### config.mk
export PLATFORM = sky130hd
export DESIGN_NAME = sorted_key_priority_queue_top
export DESIGN_NICKNAME = d
export VERILOG_FILES = /design/src/design/skpq_pkg.sv /design/src/design/skpq_out.sv /design/src/design/sorted_key_priority_queue_top.sv
export SDC_FILE = /design/constraint.sdc
export NUM_CORES = 2
export LEC_CHECK = 0
export BUFFER_PORTS_ARGS = -buffer_cell sky130_fd_sc_hd__clkbuf_2
export CORE_MARGIN = 2
export CORE_UTILIZATION = 50
export DETAILED_ROUTE_END_ITERATION = 10
export GPL_TIMING_DRIVEN = 1
export PLACE_DENSITY = 0.75
export RECOVER_POWER = 100
export SLEW_MARGIN = 5
export SYNTH_ARGS = -nofsm -noshare
export SYNTH_HDL_FRONTEND = slang
export SYNTH_SLANG_ARGS = --single-unit
export TNS_END_PERCENT = 100
### constraint.sdc
create_clock -name clk -period 7.35 [get_ports clk]
set_input_delay 1.47 -clock clk [delete_from_list [all_inputs] [get_ports clk]]
set_output_delay 1.47 -clock clk [all_outputs]
set_load 0.03 [all_outputs]
### src/design/skpq_pkg.sv
// Shared types, codes and default sizes for the sorted key priority queue.
// No dependencies.
package skpq_pkg;

  localparam int CAPACITY_DEF     = 16;
  localparam int KEY_CHARS_DEF    = 6;
  localparam int PAYLOAD_BITS_DEF = 32;

  localparam int KEY_W = 48;
  localparam int PAY_W = 32;

  localparam logic [1:0] FN_INSERT = 2'd0;
  localparam logic [1:0] FN_POP    = 2'd1;
  localparam logic [1:0] FN_DELETE = 2'd2;
  localparam logic [1:0] FN_DUMP   = 2'd3;

  localparam logic [1:0] ST_OK        = 2'd0;
  localparam logic [1:0] ST_EMPTY     = 2'd1;
  localparam logic [1:0] ST_NOT_FOUND = 2'd2;
  localparam logic [1:0] ST_FULL      = 2'd3;

  typedef struct packed {
    logic [1:0]       status;
    logic [KEY_W-1:0] key;
    logic [PAY_W-1:0] pay;
    logic             last;
  } result_t;

endpackage

### src/design/skpq_out.sv
// Output register stage for the sorted key priority queue result stream.
// Depends on skpq_pkg.
module skpq_out
  import skpq_pkg::*;
(
  input  logic                     clk,
  input  logic                     rst,
  input  logic                     push_valid,
  output logic                     push_ready,
  input  result_t                  push_data,
  output logic                     m_axis_tvalid,
  input  logic                     m_axis_tready,
  output logic [KEY_W+PAY_W-1:0]   m_axis_tdata,
  output logic [1:0]               m_axis_tuser,
  output logic                     m_axis_tlast
);

  logic    valid;
  result_t beat;

  assign push_ready = !valid || m_axis_tready;

  always_ff @(posedge clk) begin
    if (rst) begin
      valid <= 1'b0;
    end else if (push_ready) begin
      valid <= push_valid;
    end
  end

  always_ff @(posedge clk) begin
    if (push_ready && push_valid) begin
      beat <= push_data;
    end
  end

  assign m_axis_tvalid = valid;
  assign m_axis_tdata  = {beat.pay, beat.key};
  assign m_axis_tuser  = beat.status;
  assign m_axis_tlast  = beat.last;

endmodule

### src/design/sorted_key_priority_queue_top.sv
// Top level of the sorted key priority queue: sequencer, entry memory, compare unit.
// Depends on skpq_pkg and skpq_out.
//
// Keeps up to CAPACITY key/payload entries in ascending key order in one
// memory with a registered read port; one key comparator steps through it under
// a small sequencer, and the input is not ready until the operation is done.
// Each memory step is a read, then a compare or a write. Insert, pop and delete
// step through up to all stored entries, dump reads each of them and a rejected
// command goes straight to its result; an output stall holds the sequencer. A
// finished result waits in an output register while the next command is taken.
module sorted_key_priority_queue_top
  import skpq_pkg::*;
#(
  parameter int CAPACITY     = CAPACITY_DEF,
  parameter int KEY_CHARS    = KEY_CHARS_DEF,
  parameter int PAYLOAD_BITS = PAYLOAD_BITS_DEF
) (
  input  logic                   clk,
  input  logic                   rst,
  input  logic                   s_axis_tvalid,
  output logic                   s_axis_tready,
  input  logic [KEY_W+PAY_W-1:0] s_axis_tdata,  // key_in, payload_in
  input  logic [1:0]             s_axis_tuser,  // func
  output logic                   m_axis_tvalid,
  input  logic                   m_axis_tready,
  output logic [KEY_W+PAY_W-1:0] m_axis_tdata,  // key_out, payload_out
  output logic [1:0]             m_axis_tuser,  // status
  output logic                   m_axis_tlast   // last_of_run
);

  localparam int KEY_BITS  = 8 * KEY_CHARS;
  localparam int ENTRY_W   = KEY_BITS + PAYLOAD_BITS;
  localparam int ADDR_BITS = (CAPACITY > 1) ? $clog2(CAPACITY) : 1;
  localparam int CNT_BITS  = $clog2(CAPACITY + 1);

  localparam logic [3:0] S_IDLE     = 4'd0;
  localparam logic [3:0] S_INS_RD   = 4'd1;
  localparam logic [3:0] S_INS_CMP  = 4'd2;
  localparam logic [3:0] S_INS_PUT  = 4'd3;
  localparam logic [3:0] S_SRCH_RD  = 4'd4;
  localparam logic [3:0] S_SRCH_CMP = 4'd5;
  localparam logic [3:0] S_SHF_RD   = 4'd6;
  localparam logic [3:0] S_SHF_WR   = 4'd7;
  localparam logic [3:0] S_DMP_RD   = 4'd8;
  localparam logic [3:0] S_DMP_OUT  = 4'd9;
  localparam logic [3:0] S_RES      = 4'd10;

  logic [3:0]              state, state_next;
  logic [ADDR_BITS-1:0]    idx, idx_next, idx_inc;
  logic [CNT_BITS-1:0]     count, count_next, idx_plus;
  logic [KEY_BITS-1:0]     op_key, op_key_next, rkey, key_fit;
  logic [PAYLOAD_BITS-1:0] op_pay, op_pay_next, rpay, pay_fit;
  logic                    op_pop, op_pop_next;
  result_t                 res, res_next, push_data;
  logic                    push_valid, push_ready;
  logic                    full, empty, accept;

  logic [ENTRY_W-1:0]      mem [CAPACITY];
  logic [ENTRY_W-1:0]      rdata, mem_wd;
  logic [ADDR_BITS-1:0]    mem_wa, mem_ra;
  logic                    mem_we;

  always_ff @(posedge clk) begin
    if (mem_we) begin
      mem[mem_wa] <= mem_wd;
    end
    rdata <= mem[mem_ra];
  end

  assign rkey     = rdata[KEY_BITS-1:0];
  assign rpay     = rdata[ENTRY_W-1:KEY_BITS];
  assign key_fit  = KEY_BITS'(s_axis_tdata[KEY_W-1:0]);
  assign pay_fit  = PAYLOAD_BITS'(s_axis_tdata[KEY_W+PAY_W-1:KEY_W]);
  assign idx_inc  = idx + 1'b1;
  assign idx_plus = CNT_BITS'(idx) + CNT_BITS'(1);
  assign full     = (count == CNT_BITS'(CAPACITY));
  assign empty    = (count == '0);
  assign mem_ra   = (state == S_SHF_RD) ? idx_inc : idx;

  assign s_axis_tready = (state == S_IDLE);
  assign accept        = s_axis_tvalid && s_axis_tready;

  always_comb begin
    state_next  = state;
    idx_next    = idx;
    count_next  = count;
    op_key_next = op_key;
    op_pay_next = op_pay;
    op_pop_next = op_pop;
    res_next    = res;
    mem_we      = 1'b0;
    mem_wa      = idx_inc;
    mem_wd      = rdata;
    push_valid  = 1'b0;
    push_data   = res;
    unique case (state)
      S_IDLE: begin
        if (s_axis_tvalid) begin
          op_key_next     = key_fit;
          op_pay_next     = pay_fit;
          op_pop_next     = (s_axis_tuser == FN_POP);
          idx_next        = '0;
          res_next.status = ST_OK;
          res_next.key    = '0;
          res_next.pay    = '0;
          res_next.last   = 1'b1;
          unique case (s_axis_tuser)
            FN_INSERT: begin
              if (full) begin
                res_next.status = ST_FULL;
                state_next      = S_RES;
              end else if (empty) begin
                state_next = S_INS_PUT;
              end else begin
                idx_next   = ADDR_BITS'(count - 1'b1);
                state_next = S_INS_RD;
              end
            end
            FN_POP: begin
              if (empty) begin
                res_next.status = ST_EMPTY;
                state_next      = S_RES;
              end else begin
                state_next = S_SRCH_RD;
              end
            end
            FN_DELETE: begin
              if (empty) begin
                res_next.status = ST_NOT_FOUND;
                state_next      = S_RES;
              end else begin
                state_next = S_SRCH_RD;
              end
            end
            FN_DUMP: begin
              if (empty) begin
                res_next.status = ST_EMPTY;
                state_next      = S_RES;
              end else begin
                state_next = S_DMP_RD;
              end
            end
            default: state_next = S_IDLE;
          endcase
        end
      end
      S_INS_RD: state_next = S_INS_CMP;
      S_INS_CMP: begin
        mem_we = 1'b1;
        if (rkey > op_key) begin
          if (idx == '0) begin
            state_next = S_INS_PUT;
          end else begin
            idx_next   = idx - 1'b1;
            state_next = S_INS_RD;
          end
        end else begin
          mem_wd     = {op_pay, op_key};
          count_next = count + 1'b1;
          state_next = S_RES;
        end
      end
      S_INS_PUT: begin
        mem_we     = 1'b1;
        mem_wa     = idx;
        mem_wd     = {op_pay, op_key};
        count_next = count + 1'b1;
        state_next = S_RES;
      end
      S_SRCH_RD: state_next = S_SRCH_CMP;
      S_SRCH_CMP: begin
        if (op_pop || rkey == op_key) begin
          if (op_pop) begin
            res_next.key = KEY_W'(rkey);
            res_next.pay = PAY_W'(rpay);
          end
          state_next = S_SHF_RD;
        end else if (idx_plus == count) begin
          res_next.status = ST_NOT_FOUND;
          state_next      = S_RES;
        end else begin
          idx_next   = idx_inc;
          state_next = S_SRCH_RD;
        end
      end
      S_SHF_RD: begin
        if (idx_plus >= count) begin
          count_next = count - 1'b1;
          state_next = S_RES;
        end else begin
          state_next = S_SHF_WR;
        end
      end
      S_SHF_WR: begin
        mem_we     = 1'b1;
        mem_wa     = idx;
        idx_next   = idx_inc;
        state_next = S_SHF_RD;
      end
      S_DMP_RD: state_next = S_DMP_OUT;
      S_DMP_OUT: begin
        push_valid       = 1'b1;
        push_data.status = ST_OK;
        push_data.key    = KEY_W'(rkey);
        push_data.pay    = PAY_W'(rpay);
        push_data.last   = (idx_plus == count);
        if (push_ready) begin
          if (idx_plus == count) begin
            state_next = S_IDLE;
          end else begin
            idx_next   = idx_inc;
            state_next = S_DMP_RD;
          end
        end
      end
      S_RES: begin
        push_valid = 1'b1;
        if (push_ready) begin
          state_next = S_IDLE;
        end
      end
      default: state_next = S_IDLE;
    endcase
  end

  always_ff @(posedge clk) begin
    if (rst) begin
      state <= S_IDLE;
      count <= '0;
    end else begin
      state <= state_next;
      count <= count_next;
    end
  end

  always_ff @(posedge clk) begin
    idx    <= idx_next;
    op_key <= op_key_next;
    op_pay <= op_pay_next;
    op_pop <= op_pop_next;
    res    <= res_next;
  end

  skpq_out u_out (
    .clk           (clk),
    .rst           (rst),
    .push_valid    (push_valid),
    .push_ready    (push_ready),
    .push_data     (push_data),
    .m_axis_tvalid (m_axis_tvalid),
    .m_axis_tready (m_axis_tready),
    .m_axis_tdata  (m_axis_tdata),
    .m_axis_tuser  (m_axis_tuser),
    .m_axis_tlast  (m_axis_tlast)
  );

  a_count_bound: assert property (@(posedge clk) disable iff (rst)
    count <= CNT_BITS'(CAPACITY))
    else $error("entry count above capacity");

  a_count_step: assert property (@(posedge clk) disable iff (rst)
    (count == $past(count)) || (count == $past(count) + 1'b1) ||
    (count + 1'b1 == $past(count)))
    else $error("entry count jumped");

  a_full_reject: assert property (@(posedge clk) disable iff (rst)
    (accept && s_axis_tuser == FN_INSERT && full) |=>
    (state == S_RES && res.status == ST_FULL && count == $past(count)))
    else $error("insert into full store not rejected");

  a_idle_no_push: assert property (@(posedge clk) disable iff (rst)
    s_axis_tready |-> !push_valid)
    else $error("result pushed while taking commands");

endmodule
# Word level (Yosys, flattened, before mapping)
# Memories as Yosys holds them, arrays and structs flattened. A register that Yosys moved wholly into a read port is not among the register bits.
# Index checks and enable logic that the tools add are counted.
[word_totals] input_bits=86 elab_cells=118 mem_bits_rw=1280 out_inout_bits=85 register_bits=260 n_memories=1
[classes] addsub=5 reduce_logical=22 mux=47 eq_ne=27 order_cmp=2
[mem_list] name="mem" depth=16 width=80 rd=1 rd_clocked_by_memory_dff=1 wr=1 line="sorted_key_priority_queue_top.sv:58" source="logic [ENTRY_W-1:0] mem [CAPACITY];"
[ops] op="$mux 80" count=3
[ops] op="$pmux 82 s2" count=1
[ops] op="$pmux 80 s2" count=1
[ops] op="$mux 4" count=21
[ops] op="$mux 83" count=1
[ops] op="$mux 81" count=1
[ops] op="$eq 48x48->1" count=1
[ops] op="$gt 48x48->1" count=1
[ops] op="$pmux 4 s11" count=1
[ops] op="$pmux 4 s5" count=1
[ops] op="$eq 4x3->1 const B" count=4
[ops] op="$ne 2x2->1 const B" count=8
[ops] op="$pmux 5 s3" count=1
[ops] op="$mux 2" count=7
[ops] op="$eq 4x4->1 const B" count=3
[ops] op="$pmux 4 s3" count=1
[ops] op="$mux 5" count=2
[ops] op="$eq 4x2->1 const B" count=2
[ops] op="$logic_not 4->1" count=2
[ops] op="$reduce_and 4->1" count=2
[ops] op="$reduce_or 2->1" count=4
[ops] op="$ne 2x1->1 const B" count=3
[ops] op="$pmux 2 s3" count=1
[ops] op="$reduce_and 3->1" count=2
[ops] op="23 further kinds" count=29

# Longest topological paths before layout
[depth] word_depth=6 mapped_depth=13 ltp_nobuf=11

# By module
# From an unflattened synthesis, not the netlist that was laid out.
[hier_totals] cells_unflattened=2845 hier_area_um2=62139.6
[modules_own_cells] mod="sorted_key_priority_queue_top" cells_each=2757 instances=1 area_per_inst_um2=59592.2 seq_area_each_um2=45233.4
[modules_own_cells] mod="skpq_out" cells_each=88 instances=1 area_per_inst_um2=2547.4 seq_area_each_um2=2512.4

# Worst setup path after synthesis
# Ideal clock, no wire load.
[synth_path] kind="input -> register" start="input m_axis_tready" end="register u_out.beat, in the netlist u_out.m_axis_tdata[0] (enable)" path_slack_ps=1813 t_arrival_ps=5012 path_buffers=0 setup_time_ps=525 t_required_ps=6825 cell_stages=2 path_cell_list="nor2b_1 > nor2_1"
[synth_between] elab_chain_len=2
[synth_rtl] element="start: declaration" line="sorted_key_priority_queue_top.sv:25" source="input logic m_axis_tready,"
[synth_rtl] element="$logic_or 1x1->1" line="skpq_out.sv:21" source="assign push_ready = !valid || m_axis_tready;"
[synth_rtl] element="$logic_and 1x1->1" line="skpq_out.sv:32" source="if (push_ready && push_valid) begin"
[synth_rtl] element="end signal: assignment" line="skpq_out.sv:33" source="beat <= push_data;"
[synth_rtl] element="end: declaration" line="skpq_out.sv:19" source="result_t beat;"
# No other way between the ends.
# A chain may end at the register's enable or synchronous reset.

# Worst setup path after layout
[layout_path] start="register op_key[39]" end="memory mem[14][63] (netlist bit) (data pin)"
[layout_between] elab_chain_len=3
[layout_rtl] element="start: declaration" line="sorted_key_priority_queue_top.sv:51" source="logic [KEY_BITS-1:0] op_key, op_key_next, rkey, key_fit;"
[layout_rtl] element="start signal: assignment" line="sorted_key_priority_queue_top.sv:238" source="op_key <= op_key_next;"
[layout_rtl] element="$gt 48x48->1" line="sorted_key_priority_queue_top.sv:150" source="if (rkey > op_key) begin"
[layout_rtl] element="$mux 80" line="sorted_key_priority_queue_top.sv:150"
[layout_rtl] element="$pmux 80 s2" line="sorted_key_priority_queue_top.sv:96" source="unique case (state)"
[layout_rtl] element="named net mem_wd[63]" line="sorted_key_priority_queue_top.sv:59" source="logic [ENTRY_W-1:0] rdata, mem_wd;"
[layout_rtl] element="end: declaration" line="sorted_key_priority_queue_top.sv:58"
# The timed path passes the listed nets, and every way through them passes these cells.

==> metrics.cfg <==
[status]
status = finished, violations left
violations = capacitance limit, slew limit

[final_layout]
seq_area_um2 = 47700
nets = 3204
antenna_cells = 0
final_cell_area_um2 = 70300
area_delta_synth_final_pct = 12.5
fillers = 8718
multiInputGateArea_um2 = 13800
drive_above_1_share_pct = 24.5

[placement]
io_buffers = 170
dpl_cell_area_um2 = 65400
gp_congestion = 0.860
dp_hpwl_um = 70100

[worst_setup_path]
crit_fanout = 28
cp.required_ps = 7790
end_kind = flop
crit_path_start_kind = flop
worstSetupPathType = reg2reg
cp.arrival_ps = 6140

[timing]
setup_viol = 0
tns_ps = 0
finalClockSkew_ps = 36.5
period_share_pct = 77.5
slew_headroom_pct = -189
finalMaxSlewViolations = 1131
worstMarginPinSlew_ps = 4330
rsz0062_at_grt = false
max_freq_ghz = 0.175
hold_viol = 0
final.min_clock_period_ps = 5700

[grt]
grt_pass1_wl_um = 209000
antenna_found_initial = 5
grt_start_max_net_pins = 147
grt.total_usage_pct = 23.0
grt_pass1_vias = 30200
grt_overflow = 0

[logic_synthesis]
synth_nets = 2954
synth-seq-area-share_pct = 76.4
async_flop_share_pct = 0
synth_flop_cell = edfxtp_1
synth_edf_count = 1530
synth_seq_cells = 1620
synth.distinct_cells = 56
syn_area_per_cell_um2 = 22.3
yosys_warnings = 0
synthCells = 2807
synth_area_um2 = 62500

[detailed_routing]
ant_nets = 0
dr.first_iter.drc_count = 3440
wirelength_um = 145000
vias_per_cell = 6.18
drc = 0
detail_route.first_pass.iterations = 5
post_drt_wl_per_cell_um = 30.1
route.vias.total = 29900

[clocking]
hold_buffers = 0
clk_latency_ps = 790
cts.path.max_buffers = 3
cts_tree = yes
cts_made_buffers = 161
cts-root-buf = clkbuf_16
cts.sinks = 1620
post_cts_resized = 0
path_clk_slew_ps = 60
h-tree-depth = 4
post_cts_buffers = 0

[floorplanning]
num_rows = 129
core_um2 = 124000
dieArea_um2 = 128000
ioPinCount = 171
die_h_um = 358
start_util_pct = 50.5
die_x_um = 358

[power]
ir_worst_vdd_mv = 0.392
p_total_uw = 29300
p_leak_uw = 0.0226
power_density_nw_per_um2 = 417

[min_path]
hp-class = reg2reg

[flow_run]
cap_violations = 28

synthesized netlist by cell type (all sizes together) (2+ instances only):
cell | n | share of area, %
nor2 | 48 | 0.31
a221oi | 3 | 0.042
xnor2 | 5 | 0.10
a21o | 6 | 0.072
and3 | 4 | 0.040
edfxtp | 1530 | 74
clkbuf | 41 | 0.25
a2111oi | 2 | 0.028
nor2b | 8 | 0.080
buf | 87 | 0.94
o211ai | 6 | 0.072
nand2b | 10 | 0.10
nor3 | 14 | 0.11
ha | 61 | 1.2
xor2 | 5 | 0.070
a311oi | 2 | 0.028
nor4 | 6 | 0.070
a32o | 2 | 0.032
dfxtp | 90 | 2.9
nand2 | 45 | 0.27
and2 | 83 | 0.83
a31oi | 4 | 0.040
nand3 | 19 | 0.15
nand4 | 17 | 0.17
mux2 | 161 | 2.9
o21ai | 20 | 0.16
o21a | 3 | 0.036
a21oi | 40 | 0.34
o311ai | 3 | 0.042
mux4 | 401 | 14
mux2i | 3 | 0.048
inv | 61 | 0.37
a211oi | 3 | 0.036
a221o | 3 | 0.048
critical path, cell delays in order (launching register included):
cell and delay (ps):
edfxtp_1 340, inv_1 50, ha_1 310, nand4_1 300
nor4_1 1070, nand3_1 330, and2_0 280, a22oi_1 190
nand2_1 210, a21oi_1 610, clkbuf_2 1020, mux2_1 590
cell families after synthesis:
logic type | synth area share [%]
AOI/OAI and AO/OA | 1.09
xor gates and xnor gates | 0.170
adders and majority gates | 1.22
buffers and inverters | 1.55
DFF | 76.4
muxes | 17.4
and+or+nand+nor | 2.17
layer usage:
metal  track usage [%]  part of all wire [%]
met1              32.0                    38
met2              36.7                    49
met3              4.87                    10
met4              7.45                   2.9
met5                 0                 0.032
sequential cells by signal, summed over array words and instances, names as in the netlist:
name and cells:
mem 1280, res 82, rdata 80, u_out.m_axis_tdata 80, op_key 48, op_pay 32
count 5, idx 4, state 4, u_out.m_axis_tuser 2, op_pop 1, u_out.m_axis_tlast 1
u_out.m_axis_tvalid 1
stage by stage:
step                instances  util, %  setup WS [ps]  hold slack (ps)
finish                   4833     56.8           1650              547
floorplan                2807        -           1810              509
CTS                      4833     57.2           3000              537
global route             4833     56.8           1390              548
global placement         4531     52.8           3170              530
detailed placement       4531     52.8           3050              534
layout make-up:
type | count | area share (%)
Clock inverter | 89 | 1.25
Clock buffer | 213 | 6.34
Multi-Input combinational cell | 998 | 19.7
Inverter | 61 | 0.331
Timing Repair Buffer | 215 | 1.58
Tap cell | 1637 | 2.91
Sequential cell | 1620 | 67.9
cell usage in the layout (no fill, tap or decap), types with 4 or more instances in the layout:
master	synthesis	final
a21o_1	6	6
a21oi_1	39	40
a31oi_1	4	4
and2_0	1	43
and2_1	82	40
and3_1	4	4
buf_12	0	12
buf_4	31	9
bufinv_16	0	14
clkbuf_1	41	169
clkbuf_16	0	165
clkbuf_2	0	58
clkbuf_8	0	15
clkinv_1	0	26
clkinv_2	0	28
clkinv_4	0	5
clkinvlp_4	0	4
dfxtp_1	90	90
edfxtp_1	1530	1530
ha_1	61	61
inv_1	59	59
inv_6	0	8
mux2_1	7	113
mux2_2	154	48
mux4_2	401	401
nand2_1	45	44
nand2b_1	10	10
nand3_1	19	19
nand4_1	17	17
nor2_1	47	44
nor2_4	0	4
nor2b_1	8	8
nor3_1	14	14
nor4_1	5	6
o211ai_1	6	6
o21ai_0	20	20
xnor2_1	4	4
power by group:
| part | internal, uW | leakage (uW) | switching, uW |
|---|---|---|---|
| logic | 3200 | 0.00534 | 4610 |
| clock network | 4780 | 0.00262 | 3450 |
| registers | 12700 | 0.0146 | 591 |
path summary, 6_finish.rpt:
check             cells after the start       start  slack, ps                     to
setup / recovery                     11  op_key[39]       1650            mem[14][63]
setup reg to reg                     11  op_key[39]       1650            mem[14][63]
hold reg to reg                       1     res[37]        550  u_out.m_axis_tdata[4]
hold / removal                        1     res[37]        550  u_out.m_axis_tdata[4]
Power figures use the tool's default switching activity.
